--- config.mk ---
export PLATFORM = sky130hd
export DESIGN_NAME = imu_yaw_and_distance_integrator_unit
export DESIGN_NICKNAME = d
export VERILOG_FILES = /design/src/hw/rtl/iydi_pkg.sv /design/src/hw/rtl/iydi_serial_mul.sv /design/src/hw/rtl/iydi_serial_div.sv /design/src/hw/rtl/iydi_serial_sqrt.sv /design/src/hw/rtl/imu_yaw_and_distance_integrator_unit.sv
export SDC_FILE = /design/constraint.sdc
export NUM_CORES = 2
export LEC_CHECK = 0
export BUFFER_PORTS_ARGS = -buffer_cell sky130_fd_sc_hd__buf_2
export CAP_MARGIN = 30
export CORE_UTILIZATION = 45
export DETAILED_ROUTE_END_ITERATION = 16
export HOLD_SLACK_MARGIN = 0.05
export PLACE_DENSITY = 0.65
export SYNTH_ARGS = -nofsm -noshare
export SYNTH_HDL_FRONTEND = slang
export SYNTH_HIERARCHICAL = 1
export SYNTH_SLANG_ARGS = --single-unit
--- constraint.sdc ---
create_clock -name aclk -period 11.4 [get_ports aclk]
set_clock_uncertainty 0.05 [all_clocks]
set_input_delay 1.14 -clock aclk [delete_from_list [all_inputs] [get_ports aclk]]
set_output_delay 1.14 -clock aclk [all_outputs]
set_load 0.01 [all_outputs]
--- src/hw/rtl/iydi_pkg.sv ---
// ----------------------------------------------------------------------------
// iydi_pkg
// shared constants, codes and types of the yaw and distance integrator
// ----------------------------------------------------------------------------
package iydi_pkg;

    // calibration run length and the widths that follow from it
    localparam int CAL_SAMPLES = 100;
    localparam int CAL_CNT_W   = $clog2(CAL_SAMPLES + 1);
    localparam int SUM_W       = 16 + $clog2(CAL_SAMPLES + 1);

    // serial unit widths
    localparam int MUL_A_W = 48;
    localparam int MUL_B_W = 32;
    localparam int MUL_P_W = 64;
    localparam int DVD_W   = 68;
    localparam int DVS_W   = 17;
    localparam int DIV_CNT_W = 7;

    // arithmetic constants
    localparam logic [DVS_W-1:0] YAW_DIVISOR  = 17'd131000;
    localparam logic [DVS_W-1:0] DIST_DIVISOR = 17'd15625;
    localparam logic [15:0]      YAW_ROUND    = 16'd65500;
    localparam logic [15:0]      DEADBAND_RST = 16'd1311;

    // command codes
    localparam logic [1:0] CMD_CAL       = 2'd0;
    localparam logic [1:0] CMD_MOTION    = 2'd1;
    localparam logic [1:0] CMD_RESET_YAW = 2'd2;
    localparam logic [1:0] CMD_RESET_VEL = 2'd3;

    typedef logic signed [SUM_W-1:0] sum_t;
    typedef logic signed [39:0]      vel_t;

endpackage

--- src/hw/rtl/iydi_serial_mul.sv ---
// ----------------------------------------------------------------------------
// iydi_serial_mul
// shift-add multiplier, one multiplier bit per cycle
// ----------------------------------------------------------------------------
module iydi_serial_mul (
    input  logic                           aclk,
    input  logic                           aresetn,
    input  logic                           start,
    input  logic [iydi_pkg::MUL_A_W-1:0]   a,
    input  logic [iydi_pkg::MUL_B_W-1:0]   b,
    output logic                           done,
    output logic [iydi_pkg::MUL_P_W-1:0]   prod
);

    logic                          busy_reg, busy_next;
    logic [iydi_pkg::MUL_P_W-1:0]  a_reg, a_next;
    logic [iydi_pkg::MUL_B_W-1:0]  b_reg, b_next;
    logic [iydi_pkg::MUL_P_W-1:0]  acc_reg, acc_next;

    assign done = busy_reg && (b_reg == '0);
    assign prod = acc_reg;

    always_comb begin
        busy_next = busy_reg;
        a_next    = a_reg;
        b_next    = b_reg;
        acc_next  = acc_reg;
        if (start) begin
            busy_next = 1'b1;
            a_next    = iydi_pkg::MUL_P_W'(a);
            b_next    = b;
            acc_next  = '0;
        end else if (busy_reg) begin
            if (b_reg == '0) begin
                busy_next = 1'b0;
            end else begin
                if (b_reg[0]) begin
                    acc_next = acc_reg + a_reg;
                end
                a_next = {a_reg[iydi_pkg::MUL_P_W-2:0], 1'b0};
                b_next = {1'b0, b_reg[iydi_pkg::MUL_B_W-1:1]};
            end
        end
    end

    always_ff @(posedge aclk) begin
        if (!aresetn) begin
            busy_reg <= 1'b0;
        end else begin
            busy_reg <= busy_next;
        end
        a_reg   <= a_next;
        b_reg   <= b_next;
        acc_reg <= acc_next;
    end

endmodule

--- src/hw/rtl/iydi_serial_div.sv ---
// ----------------------------------------------------------------------------
// iydi_serial_div
// restoring divider, one quotient bit per cycle
// ----------------------------------------------------------------------------
module iydi_serial_div (
    input  logic                          aclk,
    input  logic                          aresetn,
    input  logic                          start,
    input  logic [iydi_pkg::DVD_W-1:0]    dividend,
    input  logic [iydi_pkg::DVS_W-1:0]    divisor,
    output logic                          done,
    output logic [iydi_pkg::DVD_W-1:0]    quotient
);

    logic                            busy_reg, busy_next;
    logic [iydi_pkg::DIV_CNT_W-1:0]  cnt_reg, cnt_next;
    logic [iydi_pkg::DVD_W-1:0]      dvd_reg, dvd_next;
    logic [iydi_pkg::DVS_W-1:0]      rem_reg, rem_next;
    logic [iydi_pkg::DVS_W-1:0]      dvs_reg, dvs_next;
    logic [iydi_pkg::DVS_W:0]        rem_shift;
    logic                            ge;

    assign done     = busy_reg && (cnt_reg == '0);
    assign quotient = dvd_reg;

    // dividend bits leave at the top, quotient bits enter at the bottom
    assign rem_shift = {rem_reg, dvd_reg[iydi_pkg::DVD_W-1]};
    assign ge        = rem_shift >= {1'b0, dvs_reg};

    always_comb begin
        busy_next = busy_reg;
        cnt_next  = cnt_reg;
        dvd_next  = dvd_reg;
        rem_next  = rem_reg;
        dvs_next  = dvs_reg;
        if (start) begin
            busy_next = 1'b1;
            cnt_next  = iydi_pkg::DIV_CNT_W'(iydi_pkg::DVD_W);
            dvd_next  = dividend;
            rem_next  = '0;
            dvs_next  = divisor;
        end else if (busy_reg) begin
            if (cnt_reg == '0) begin
                busy_next = 1'b0;
            end else begin
                rem_next = ge ? iydi_pkg::DVS_W'(rem_shift - {1'b0, dvs_reg})
                              : iydi_pkg::DVS_W'(rem_shift);
                dvd_next = {dvd_reg[iydi_pkg::DVD_W-2:0], ge};
                cnt_next = cnt_reg - 1'b1;
            end
        end
    end

    always_ff @(posedge aclk) begin
        if (!aresetn) begin
            busy_reg <= 1'b0;
            cnt_reg  <= '0;
        end else begin
            busy_reg <= busy_next;
            cnt_reg  <= cnt_next;
        end
        dvd_reg <= dvd_next;
        rem_reg <= rem_next;
        dvs_reg <= dvs_next;
    end

endmodule

--- src/hw/rtl/iydi_serial_sqrt.sv ---
// ----------------------------------------------------------------------------
// iydi_serial_sqrt
// bit-pair integer square root of a 64-bit value, 32 steps
// ----------------------------------------------------------------------------
module iydi_serial_sqrt (
    input  logic        aclk,
    input  logic        aresetn,
    input  logic        start,
    input  logic [63:0] x,
    output logic        done,
    output logic [31:0] root
);

    logic        busy_reg, busy_next;
    logic [5:0]  cnt_reg, cnt_next;
    logic [63:0] x_reg, x_next;
    logic [63:0] root_reg, root_next;
    logic [63:0] bit_reg, bit_next;
    logic [63:0] trial;

    assign done  = busy_reg && (cnt_reg == '0);
    assign root  = root_reg[31:0];
    assign trial = root_reg + bit_reg;

    always_comb begin
        busy_next = busy_reg;
        cnt_next  = cnt_reg;
        x_next    = x_reg;
        root_next = root_reg;
        bit_next  = bit_reg;
        if (start) begin
            busy_next = 1'b1;
            cnt_next  = 6'd32;
            x_next    = x;
            root_next = '0;
            bit_next  = 64'h4000_0000_0000_0000;
        end else if (busy_reg) begin
            if (cnt_reg == '0) begin
                busy_next = 1'b0;
            end else begin
                if (x_reg >= trial) begin
                    x_next    = x_reg - trial;
                    root_next = {1'b0, root_reg[63:1]} + bit_reg;
                end else begin
                    root_next = {1'b0, root_reg[63:1]};
                end
                bit_next = {2'b00, bit_reg[63:2]};
                cnt_next = cnt_reg - 1'b1;
            end
        end
    end

    always_ff @(posedge aclk) begin
        if (!aresetn) begin
            busy_reg <= 1'b0;
            cnt_reg  <= '0;
        end else begin
            busy_reg <= busy_next;
            cnt_reg  <= cnt_next;
        end
        x_reg    <= x_next;
        root_reg <= root_next;
        bit_reg  <= bit_next;
    end

endmodule

--- src/hw/rtl/imu_yaw_and_distance_integrator_unit.sv ---
// ----------------------------------------------------------------------------
// imu_yaw_and_distance_integrator_unit
// gyro bias calibration and dead reckoning of yaw and path length
// ----------------------------------------------------------------------------
// usage
//   input items arrive on the s_ stream: s_tuser carries the command, s_tdata
//   the raw gyro z, accel x, accel y and the step in milliseconds
//   every item returns exactly one result item on the m_ stream: yaw in
//   Q16.16 degrees, path length in Q16.16 and the calibrated flag
//   the yaw deadband register is written through cfg_wr_en / cfg_wr_data
// timing
//   one item is worked on at a time; s_tready is high only while idle
//   reset and calibration items pass from idle to ST_DONE and then into the
//   output register; the last item of a calibration run first makes three
//   68-step divider passes
//   motion items run the shift-add multiplier passes, the 32-step root and
//   two 68-step divider passes
// reset and stall
//   aresetn zeroes sequencer and accumulated state, sets the deadband to 1311
//   a finished result sits in the output register; the next item may be
//   accepted meanwhile, and its result waits until m_tready takes the first
// ----------------------------------------------------------------------------
module imu_yaw_and_distance_integrator_unit (
    input  logic        aclk,
    input  logic        aresetn,
    // configuration: yaw_deadband_q16
    input  logic        cfg_wr_en,
    input  logic [15:0] cfg_wr_data,
    // input items
    input  logic        s_tvalid,
    output logic        s_tready,
    input  logic [63:0] s_tdata,   // gyro_z, accel_x, accel_y, elapsed_ms
    input  logic [1:0]  s_tuser,   // cmd
    // result items
    output logic        m_tvalid,
    input  logic        m_tready,
    output logic [71:0] m_tdata    // yaw_deg_q16, distance_q16, calibrated, zero pad
);

    // sequencer codes
    localparam logic [4:0] ST_IDLE      = 5'd0;
    localparam logic [4:0] ST_CDIV_GO   = 5'd1;
    localparam logic [4:0] ST_CDIV_WAIT = 5'd2;
    localparam logic [4:0] ST_YMUL_GO   = 5'd3;
    localparam logic [4:0] ST_YMUL_WAIT = 5'd4;
    localparam logic [4:0] ST_YDIV_GO   = 5'd5;
    localparam logic [4:0] ST_YDIV_WAIT = 5'd6;
    localparam logic [4:0] ST_VMUL_GO   = 5'd7;
    localparam logic [4:0] ST_VMUL_WAIT = 5'd8;
    localparam logic [4:0] ST_ABS       = 5'd9;
    localparam logic [4:0] ST_NORM      = 5'd10;
    localparam logic [4:0] ST_SQ_GO     = 5'd11;
    localparam logic [4:0] ST_SQ_WAIT   = 5'd12;
    localparam logic [4:0] ST_SQRT_GO   = 5'd13;
    localparam logic [4:0] ST_SQRT_WAIT = 5'd14;
    localparam logic [4:0] ST_DMUL_GO   = 5'd15;
    localparam logic [4:0] ST_DMUL_WAIT = 5'd16;
    localparam logic [4:0] ST_DDIV_GO   = 5'd17;
    localparam logic [4:0] ST_DDIV_WAIT = 5'd18;
    localparam logic [4:0] ST_DONE      = 5'd19;

    localparam int CW = iydi_pkg::CAL_CNT_W;
    localparam int SW = iydi_pkg::SUM_W;

    logic [4:0]               state_reg, state_next;
    logic [1:0]               sel_reg, sel_next;
    logic [15:0]              deadband_reg, deadband_next;
    logic [CW-1:0]            cal_count_reg, cal_count_next;
    iydi_pkg::sum_t           gsum_reg, gsum_next;
    iydi_pkg::sum_t           xsum_reg, xsum_next;
    iydi_pkg::sum_t           ysum_reg, ysum_next;
    logic signed [15:0]       gbias_reg, gbias_next;
    logic signed [15:0]       xbias_reg, xbias_next;
    logic signed [15:0]       ybias_reg, ybias_next;
    logic signed [31:0]       yaw_reg, yaw_next;
    iydi_pkg::vel_t           velx_reg, velx_next;
    iydi_pkg::vel_t           vely_reg, vely_next;
    iydi_pkg::vel_t           pvx_reg, pvx_next;
    iydi_pkg::vel_t           pvy_reg, pvy_next;
    logic [31:0]              dist_reg, dist_next;
    logic                     valid_reg, valid_next;
    logic signed [15:0]       ax_reg, ax_next;
    logic signed [15:0]       ay_reg, ay_next;
    logic [15:0]              ms_reg, ms_next;
    logic signed [16:0]       dgz_reg, dgz_next;
    logic [40:0]              ux_reg, ux_next;
    logic [40:0]              uy_reg, uy_next;
    logic [3:0]               k_reg, k_next;
    logic [63:0]              sumsq_reg, sumsq_next;
    logic                     mvalid_reg, mvalid_next;
    logic [71:0]              mdata_reg, mdata_next;

    // serial units; the multiplier and divider are shared between steps
    logic                           mul_start, mul_done;
    logic [iydi_pkg::MUL_A_W-1:0]   mul_a;
    logic [iydi_pkg::MUL_B_W-1:0]   mul_b;
    logic [iydi_pkg::MUL_P_W-1:0]   mul_prod;
    logic                           div_start, div_done;
    logic [iydi_pkg::DVD_W-1:0]     div_dividend, div_q;
    logic [iydi_pkg::DVS_W-1:0]     div_divisor;
    logic                           sqrt_start, sqrt_done;
    logic [31:0]                    sqrt_root;

    // fields of the input item
    logic signed [15:0] in_gz, in_ax, in_ay;
    logic [15:0]        in_ms;
    logic               in_acc;

    // working values
    iydi_pkg::sum_t     sum_sel;
    logic [SW-1:0]      sum_abs;
    logic signed [15:0] bias_q;
    logic [CW-1:0]      cnt_inc;
    logic [16:0]        dgz_abs;
    logic [32:0]        yaw_mag;
    logic signed [33:0] yaw_sum;
    logic signed [16:0] acc_diff;
    logic [16:0]        acc_abs;
    logic signed [40:0] vel_term, vel_sum, vel_old;
    iydi_pkg::vel_t     vel_sat;
    logic signed [40:0] sx, sy;
    logic [40:0]        m_max;
    logic [31:0]        dist_inc;
    logic [32:0]        dist_tot;

    assign in_gz  = s_tdata[15:0];
    assign in_ax  = s_tdata[31:16];
    assign in_ay  = s_tdata[47:32];
    assign in_ms  = s_tdata[63:48];
    assign in_acc = s_tvalid && s_tready;

    assign s_tready = (state_reg == ST_IDLE);
    assign m_tvalid = mvalid_reg;
    assign m_tdata  = mdata_reg;

    // operand selection for the serial units
    assign dgz_abs  = dgz_reg[16] ? 17'(-dgz_reg) : 17'(dgz_reg);
    assign acc_diff = (sel_reg[0]) ? (17'(ay_reg) - 17'(ybias_reg))
                                   : (17'(ax_reg) - 17'(xbias_reg));
    assign acc_abs  = acc_diff[16] ? 17'(-acc_diff) : 17'(acc_diff);

    always_comb begin
        mul_start    = 1'b0;
        mul_a        = '0;
        mul_b        = iydi_pkg::MUL_B_W'(ms_reg);
        div_start    = 1'b0;
        div_dividend = '0;
        div_divisor  = iydi_pkg::DVS_W'(iydi_pkg::CAL_SAMPLES);
        sqrt_start   = 1'b0;
        unique case (state_reg)
            ST_CDIV_GO: begin
                div_start    = 1'b1;
                div_dividend = iydi_pkg::DVD_W'(sum_abs);
            end
            ST_YMUL_GO: begin
                mul_start = 1'b1;
                mul_a     = iydi_pkg::MUL_A_W'(dgz_abs);
            end
            ST_YDIV_GO: begin
                // |d| * ms * 65536 + rounding, over 131000
                div_start    = 1'b1;
                div_dividend = iydi_pkg::DVD_W'({mul_prod[31:0], 16'h0000})
                             + iydi_pkg::DVD_W'(iydi_pkg::YAW_ROUND);
                div_divisor  = iydi_pkg::YAW_DIVISOR;
            end
            ST_VMUL_GO: begin
                mul_start = 1'b1;
                mul_a     = iydi_pkg::MUL_A_W'(acc_abs);
            end
            ST_SQ_GO: begin
                mul_start = 1'b1;
                mul_a     = sel_reg[0] ? iydi_pkg::MUL_A_W'(uy_reg[30:0])
                                       : iydi_pkg::MUL_A_W'(ux_reg[30:0]);
                mul_b     = sel_reg[0] ? iydi_pkg::MUL_B_W'(uy_reg[30:0])
                                       : iydi_pkg::MUL_B_W'(ux_reg[30:0]);
            end
            ST_SQRT_GO: begin
                sqrt_start = 1'b1;
            end
            ST_DMUL_GO: begin
                mul_start = 1'b1;
                mul_a     = iydi_pkg::MUL_A_W'(sqrt_root) << k_reg;
            end
            ST_DDIV_GO: begin
                // mag * ms * 512 / 15625 equals mag * ms * 65536 / 2000000
                div_start    = 1'b1;
                div_dividend = iydi_pkg::DVD_W'(mul_prod) << 9;
                div_divisor  = iydi_pkg::DIST_DIVISOR;
            end
            default: begin
            end
        endcase
    end

    // calibration helpers
    always_comb begin
        unique case (sel_reg)
            2'd0:    sum_sel = gsum_reg;
            2'd1:    sum_sel = xsum_reg;
            default: sum_sel = ysum_reg;
        endcase
    end
    assign sum_abs = sum_sel[SW-1] ? SW'(-sum_sel) : SW'(sum_sel);
    assign bias_q  = sum_sel[SW-1] ? 16'(-div_q[15:0]) : 16'(div_q[15:0]);
    assign cnt_inc = cal_count_reg + 1'b1;

    // yaw step, saturating add
    assign yaw_mag = div_q[32:0];
    assign yaw_sum = (!dgz_reg[16] && (dgz_reg != '0))
                   ? (34'(yaw_reg) - 34'(signed'({1'b0, yaw_mag})))
                   : (34'(yaw_reg) + 34'(signed'({1'b0, yaw_mag})));

    // velocity step, saturating at 40 bits
    assign vel_old  = sel_reg[0] ? 41'(vely_reg) : 41'(velx_reg);
    assign vel_term = acc_diff[16] ? -41'(signed'({1'b0, mul_prod[31:0]}))
                                   : 41'(signed'({1'b0, mul_prod[31:0]}));
    assign vel_sum  = vel_old + vel_term;
    always_comb begin
        if (vel_sum[40] != vel_sum[39]) begin
            vel_sat = vel_sum[40] ? {1'b1, {39{1'b0}}} : {1'b0, {39{1'b1}}};
        end else begin
            vel_sat = vel_sum[39:0];
        end
    end

    // twice the average velocity per axis
    assign sx    = 41'(velx_reg) + 41'(pvx_reg);
    assign sy    = 41'(vely_reg) + 41'(pvy_reg);
    assign m_max = (ux_reg > uy_reg) ? ux_reg : uy_reg;

    assign dist_inc = (div_q[iydi_pkg::DVD_W-1:32] != '0) ? 32'hFFFF_FFFF : div_q[31:0];
    assign dist_tot = 33'(dist_inc) + 33'(dist_reg);

    always_comb begin
        state_next     = state_reg;
        sel_next       = sel_reg;
        deadband_next  = cfg_wr_en ? cfg_wr_data : deadband_reg;
        cal_count_next = cal_count_reg;
        gsum_next      = gsum_reg;
        xsum_next      = xsum_reg;
        ysum_next      = ysum_reg;
        gbias_next     = gbias_reg;
        xbias_next     = xbias_reg;
        ybias_next     = ybias_reg;
        yaw_next       = yaw_reg;
        velx_next      = velx_reg;
        vely_next      = vely_reg;
        pvx_next       = pvx_reg;
        pvy_next       = pvy_reg;
        dist_next      = dist_reg;
        valid_next     = valid_reg;
        ax_next        = ax_reg;
        ay_next        = ay_reg;
        ms_next        = ms_reg;
        dgz_next       = dgz_reg;
        ux_next        = ux_reg;
        uy_next        = uy_reg;
        k_next         = k_reg;
        sumsq_next     = sumsq_reg;
        mvalid_next    = (mvalid_reg && !m_tready) ? 1'b1 : 1'b0;
        mdata_next     = mdata_reg;

        unique case (state_reg)
            ST_IDLE: begin
                if (in_acc) begin
                    unique case (s_tuser)
                        iydi_pkg::CMD_CAL: begin
                            // a new run starts from cleared sums
                            if (cal_count_reg == '0) begin
                                gsum_next = SW'(in_gz);
                                xsum_next = SW'(in_ax);
                                ysum_next = SW'(in_ay);
                            end else begin
                                gsum_next = gsum_reg + SW'(in_gz);
                                xsum_next = xsum_reg + SW'(in_ax);
                                ysum_next = ysum_reg + SW'(in_ay);
                            end
                            if (cnt_inc >= CW'(iydi_pkg::CAL_SAMPLES)) begin
                                cal_count_next = '0;
                                sel_next       = 2'd0;
                                state_next     = ST_CDIV_GO;
                            end else begin
                                cal_count_next = cnt_inc;
                                state_next     = ST_DONE;
                            end
                        end
                        iydi_pkg::CMD_MOTION: begin
                            ax_next    = in_ax;
                            ay_next    = in_ay;
                            ms_next    = in_ms;
                            dgz_next   = 17'(in_gz) - 17'(gbias_reg);
                            state_next = ST_YMUL_GO;
                        end
                        iydi_pkg::CMD_RESET_YAW: begin
                            yaw_next   = '0;
                            state_next = ST_DONE;
                        end
                        iydi_pkg::CMD_RESET_VEL: begin
                            velx_next  = '0;
                            vely_next  = '0;
                            state_next = ST_DONE;
                        end
                        default: begin
                        end
                    endcase
                end
            end
            ST_CDIV_GO: begin
                state_next = ST_CDIV_WAIT;
            end
            ST_CDIV_WAIT: begin
                if (div_done) begin
                    unique case (sel_reg)
                        2'd0:    gbias_next = bias_q;
                        2'd1:    xbias_next = bias_q;
                        default: ybias_next = bias_q;
                    endcase
                    if (sel_reg == 2'd2) begin
                        valid_next = 1'b1;
                        state_next = ST_DONE;
                    end else begin
                        sel_next   = sel_reg + 1'b1;
                        state_next = ST_CDIV_GO;
                    end
                end
            end
            ST_YMUL_GO: begin
                state_next = ST_YMUL_WAIT;
            end
            ST_YMUL_WAIT: begin
                if (mul_done) begin
                    state_next = ST_YDIV_GO;
                end
            end
            ST_YDIV_GO: begin
                state_next = ST_YDIV_WAIT;
            end
            ST_YDIV_WAIT: begin
                if (div_done) begin
                    // steps under the deadband are dropped
                    if ((yaw_mag >= 33'(deadband_reg)) && (yaw_mag != '0)) begin
                        if (yaw_sum > 34'sh0_7FFF_FFFF) begin
                            yaw_next = 32'sh7FFF_FFFF;
                        end else if (yaw_sum < -34'sh0_8000_0000) begin
                            yaw_next = 32'sh8000_0000;
                        end else begin
                            yaw_next = yaw_sum[31:0];
                        end
                    end
                    sel_next   = 2'd0;
                    state_next = ST_VMUL_GO;
                end
            end
            ST_VMUL_GO: begin
                state_next = ST_VMUL_WAIT;
            end
            ST_VMUL_WAIT: begin
                if (mul_done) begin
                    if (sel_reg[0]) begin
                        vely_next  = vel_sat;
                        pvy_next   = vely_reg;
                        state_next = ST_ABS;
                    end else begin
                        velx_next  = vel_sat;
                        pvx_next   = velx_reg;
                        sel_next   = 2'd1;
                        state_next = ST_VMUL_GO;
                    end
                end
            end
            ST_ABS: begin
                ux_next    = sx[40] ? 41'(-sx) : 41'(sx);
                uy_next    = sy[40] ? 41'(-sy) : 41'(sy);
                k_next     = '0;
                state_next = ST_NORM;
            end
            ST_NORM: begin
                // one shift a cycle until the larger axis is below 2^31
                if (m_max[40:31] != '0) begin
                    ux_next = {1'b0, ux_reg[40:1]};
                    uy_next = {1'b0, uy_reg[40:1]};
                    k_next  = k_reg + 1'b1;
                end else begin
                    sel_next   = 2'd0;
                    sumsq_next = '0;
                    state_next = ST_SQ_GO;
                end
            end
            ST_SQ_GO: begin
                state_next = ST_SQ_WAIT;
            end
            ST_SQ_WAIT: begin
                if (mul_done) begin
                    sumsq_next = sumsq_reg + mul_prod;
                    if (sel_reg[0]) begin
                        state_next = ST_SQRT_GO;
                    end else begin
                        sel_next   = 2'd1;
                        state_next = ST_SQ_GO;
                    end
                end
            end
            ST_SQRT_GO: begin
                state_next = ST_SQRT_WAIT;
            end
            ST_SQRT_WAIT: begin
                if (sqrt_done) begin
                    state_next = ST_DMUL_GO;
                end
            end
            ST_DMUL_GO: begin
                state_next = ST_DMUL_WAIT;
            end
            ST_DMUL_WAIT: begin
                if (mul_done) begin
                    state_next = ST_DDIV_GO;
                end
            end
            ST_DDIV_GO: begin
                state_next = ST_DDIV_WAIT;
            end
            ST_DDIV_WAIT: begin
                if (div_done) begin
                    dist_next  = dist_tot[32] ? 32'hFFFF_FFFF : dist_tot[31:0];
                    state_next = ST_DONE;
                end
            end
            ST_DONE: begin
                // wait for the output register to be free
                if (!mvalid_reg || m_tready) begin
                    mvalid_next = 1'b1;
                    mdata_next  = {7'b0, valid_reg, dist_reg, yaw_reg};
                    state_next  = ST_IDLE;
                end
            end
            default: begin
                state_next = ST_IDLE;
            end
        endcase
    end

    always_ff @(posedge aclk) begin
        if (!aresetn) begin
            state_reg     <= ST_IDLE;
            sel_reg       <= 2'd0;
            deadband_reg  <= iydi_pkg::DEADBAND_RST;
            cal_count_reg <= '0;
            gsum_reg      <= '0;
            xsum_reg      <= '0;
            ysum_reg      <= '0;
            gbias_reg     <= '0;
            xbias_reg     <= '0;
            ybias_reg     <= '0;
            yaw_reg       <= '0;
            velx_reg      <= '0;
            vely_reg      <= '0;
            dist_reg      <= '0;
            valid_reg     <= 1'b0;
            mvalid_reg    <= 1'b0;
        end else begin
            state_reg     <= state_next;
            sel_reg       <= sel_next;
            deadband_reg  <= deadband_next;
            cal_count_reg <= cal_count_next;
            gsum_reg      <= gsum_next;
            xsum_reg      <= xsum_next;
            ysum_reg      <= ysum_next;
            gbias_reg     <= gbias_next;
            xbias_reg     <= xbias_next;
            ybias_reg     <= ybias_next;
            yaw_reg       <= yaw_next;
            velx_reg      <= velx_next;
            vely_reg      <= vely_next;
            dist_reg      <= dist_next;
            valid_reg     <= valid_next;
            mvalid_reg    <= mvalid_next;
        end
        pvx_reg   <= pvx_next;
        pvy_reg   <= pvy_next;
        ax_reg    <= ax_next;
        ay_reg    <= ay_next;
        ms_reg    <= ms_next;
        dgz_reg   <= dgz_next;
        ux_reg    <= ux_next;
        uy_reg    <= uy_next;
        k_reg     <= k_next;
        sumsq_reg <= sumsq_next;
        mdata_reg <= mdata_next;
    end

    iydi_serial_mul u_mul (
        .aclk     (aclk),
        .aresetn  (aresetn),
        .start    (mul_start),
        .a        (mul_a),
        .b        (mul_b),
        .done     (mul_done),
        .prod     (mul_prod)
    );

    iydi_serial_div u_div (
        .aclk     (aclk),
        .aresetn  (aresetn),
        .start    (div_start),
        .dividend (div_dividend),
        .divisor  (div_divisor),
        .done     (div_done),
        .quotient (div_q)
    );

    iydi_serial_sqrt u_sqrt (
        .aclk     (aclk),
        .aresetn  (aresetn),
        .start    (sqrt_start),
        .x        (sumsq_reg),
        .done     (sqrt_done),
        .root     (sqrt_root)
    );

endmodule

==> results.cfg <==
[setup_path]
path_class = reg -> reg
crit_end = vely_reg[20]$_SDFFE_PN0P_
reg2reg_to = vely_reg[20]$_SDFFE_PN0P_
reg2reg_depth = 26
crit_required_ns = 12.03
startpoint_type = flip-flop
critPathCaptureType = flip-flop
critPathMaxFanout = 32
worstPathArrival_ns = 8.65
worstSetupStartpoint = ay_reg[0]$_DFFE_PP_
timing.rr.start = ay_reg[0]$_DFFE_PP_
reg2reg_setup_slack_ns = 3.38

[timing]
finalHoldViolCount = 0
slew_headroom = 0.234
period_needed_ns = 8.02
drv_slew = 0
fmax_mhz = 125
tns_ns = 0
fin_crit_sh = 0.703
rsz0062_at_grt = no
tightest_slew_ns = 1.15
report.final.setup_viol = 0

[cts]
path_clk_slew_ns = 0.06
cts.path.max_buffers = 3
cts.sinks = 1091
cts_buffers = 135
root_buffer = clkbuf_16
clk_latency_ns = 0.80
cts_tree = done
cts_setup_buffers = 0
cts-resized-gates = 0
h-tree-depth = 4
cts_hold_buf = 0

[min_path]
holdCritStartpoint = dist_reg[18]$_SDFFE_PN0P_
hp-class = reg -> reg
hold_path_depth = 0

[placement]
dp_cells = 11600
gp_congestion = 1.00
port_buffers = 153
dp_hpwl_mm = 204

[job]
maxCapViolCount = 0

[yosys]
synth_area_um2 = 82500
yosys_register_bits = 1091
synth_warnings = 6
synthesis.instances = 9487
ys_types = 134
ys_async_sr_fraction = 0
avgSynthCellArea_um2 = 8.69
yosysSeqAreaShare = 0.336
ys.flop_type = edfxtp_1
synth_edf_count = 589

[finish]
final_common_cell = nand2_1
largest_reg_flops = 68
areaGrowthSynthToFinish_pct = 8.55
most-common-layout-cells = nand2_1, a21oi_1, nor2_1, o21ai_0, ha_1
utilization = 0.494
layout.cells.non_filler = 11857
nNetsFinal = 10116
drive_gt1_frac = 0.0917
fill_cells = 16945

[power]
power_density_nw_per_um2 = 163
combPwrFrac = 0.335
p_int_w = 0.00919
seq_power_share = 0.356
p_leak_nw = 35.5
clkPwrFrac = 0.309
swShare = 0.370
switchingPower_w = 0.00541
ir_worst_vdd_mv = 0.157

[floorplanning]
die_w_um = 430
dieArea_um2 = 185000
initial_core_util = 0.455
fp.dieH_um = 430
num_rows = 156
core_um2 = 181000
io_pins = 161

[global_route]
grt_overflow_total = 0
grt_pass1_wl_mm = 407
antenna_found_initial = 14
grt_pass1_vias = 68426
track_usage = 0.279
grt_max_degree = 94

[route]
drtIter0Drc = 7406
routed-via-count = 73455
viasPerCell = 6.20
ant_nets = 0
routedWlPerCell_um = 22.6
drt-total-wl_mm = 268
drt-pass1-iter-count = 6
drc = 0

[status]
status = completed
[worst min-delay path by stage]
stage | end | slack [ns]
2_1_floorplan | m_tdata[64]$_DFFE_PP_ | 0.36
6_report | m_tdata[50]$_DFFE_PP_ | 0.40
3_5_place_dp | m_tdata[50]$_DFFE_PP_ | 0.40
4_1_cts | m_tdata[50]$_DFFE_PP_ | 0.40
3_3_place_gp | m_tdata[60]$_DFFE_PP_ | 0.40
5_1_grt | m_tdata[50]$_DFFE_PP_ | 0.41
[layout make-up]
| type | count | area [µm²] | area share |
|---|---|---|---|
| Clock buffer | 168 | 3660 | 0.0408 |
| Tap cell | 2370 | 2970 | 0.0331 |
| Multi-Input combinational cell | 7544 | 51300 | 0.574 |
| Sequential cell | 1091 | 27700 | 0.310 |
| Timing Repair Buffer | 246 | 1500 | 0.0168 |
| Clock inverter | 84 | 962 | 0.0107 |
| Inverter | 350 | 1320 | 0.0148 |
| Antenna cell | 4 | 10.0 | 0.000112 |
[layer usage]
layer	part of all wire	up-vias	track usage
li1	-	34759	-
met1	0.44	35416	0.385
met2	0.44	2811	0.433
met3	0.079	461	0.0480
met4	0.041	8	0.113
met5	0.00017	-	0
[cell usage after synthesis, drive strengths merged (79+ instances only)]
master / number / area (µm²)
a211oi: 171 / 1310
a21o: 279 / 2090
a21oi: 853 / 4270
a31oi: 153 / 978
and2: 79 / 499
buf: 154 / 910
clkbuf: 357 / 1340
dfxtp: 502 / 10000
edfxtp: 589 / 17700
ha: 646 / 8080
inv: 348 / 1310
mux2: 206 / 2320
mux2i: 120 / 1200
nand2: 915 / 3440
nand2b: 96 / 601
nand3: 187 / 948
nand4: 136 / 851
nor2: 830 / 3130
nor3: 150 / 777
o21a: 85 / 647
o21ai: 709 / 3580
xnor2: 416 / 3640
xor2: 296 / 2590
[worst max-delay path, stage by stage, from the launching register on]
cell and delay, ns:
edfxtp_1 0.35, inv_1 0.06, ha_1 0.15, inv_1 0.05, fa_1 0.42, a211oi_1 0.31
o21ai_0 0.24, o311a_1 0.37, o221ai_1 0.37, a21bo_2 0.23, o21a_1 0.12, buf_4 0.32
nand2_1 0.12, xnor2_1 0.15, ha_1 0.37, a21o_1 0.18, a21o_1 0.19, a21o_1 0.18
a21o_1 0.19, a2111oi_0 0.43, nor3b_1 0.47, o31ai_1 0.17, xnor2_1 0.60, nand2_1 0.45
nand2_1 0.80, nor2_1 0.31, a22o_1 0.26
[per-stage QoR]
stage / power (W) / area [µm²] / hold WS, ns / worst slack [ns]
floorplan: 0.00864 / 82500 / 0.359 / 1.92
global route: 0.0153 / 89500 / 0.411 / 2.82
CTS: 0.0146 / 89500 / 0.395 / 3.49
global placement: 0.00996 / 84800 / 0.403 / 3.79
finish: 0.0146 / 89500 / 0.396 / 3.38
detailed placement: 0.0100 / 84900 / 0.402 / 3.53
[cells by family after synthesis]
family	synth area share
XOR/XNOR	0.0759
other	0.0000455
adder cells (fa/ha/maj)	0.102
AO/OA/AOI/OAI	0.236
flip-flops	0.336
AND/OR/NAND/NOR	0.159
multiplexers	0.0474
buffers and inverters	0.0433
[power by group through the flow]
stage / Clock [W] / Combinational, W / Sequential [W]
5_1_grt: 0.00475 / 0.00531 / 0.00524
3_5_place_dp: 0 / 0.00477 / 0.00527
6_report: 0.00451 / 0.00489 / 0.00520
2_1_floorplan: 0 / 0.00364 / 0.00500
4_1_cts: 0.00459 / 0.00480 / 0.00519
3_3_place_gp: 0 / 0.00470 / 0.00526
Power figures use the tool's default switching activity.
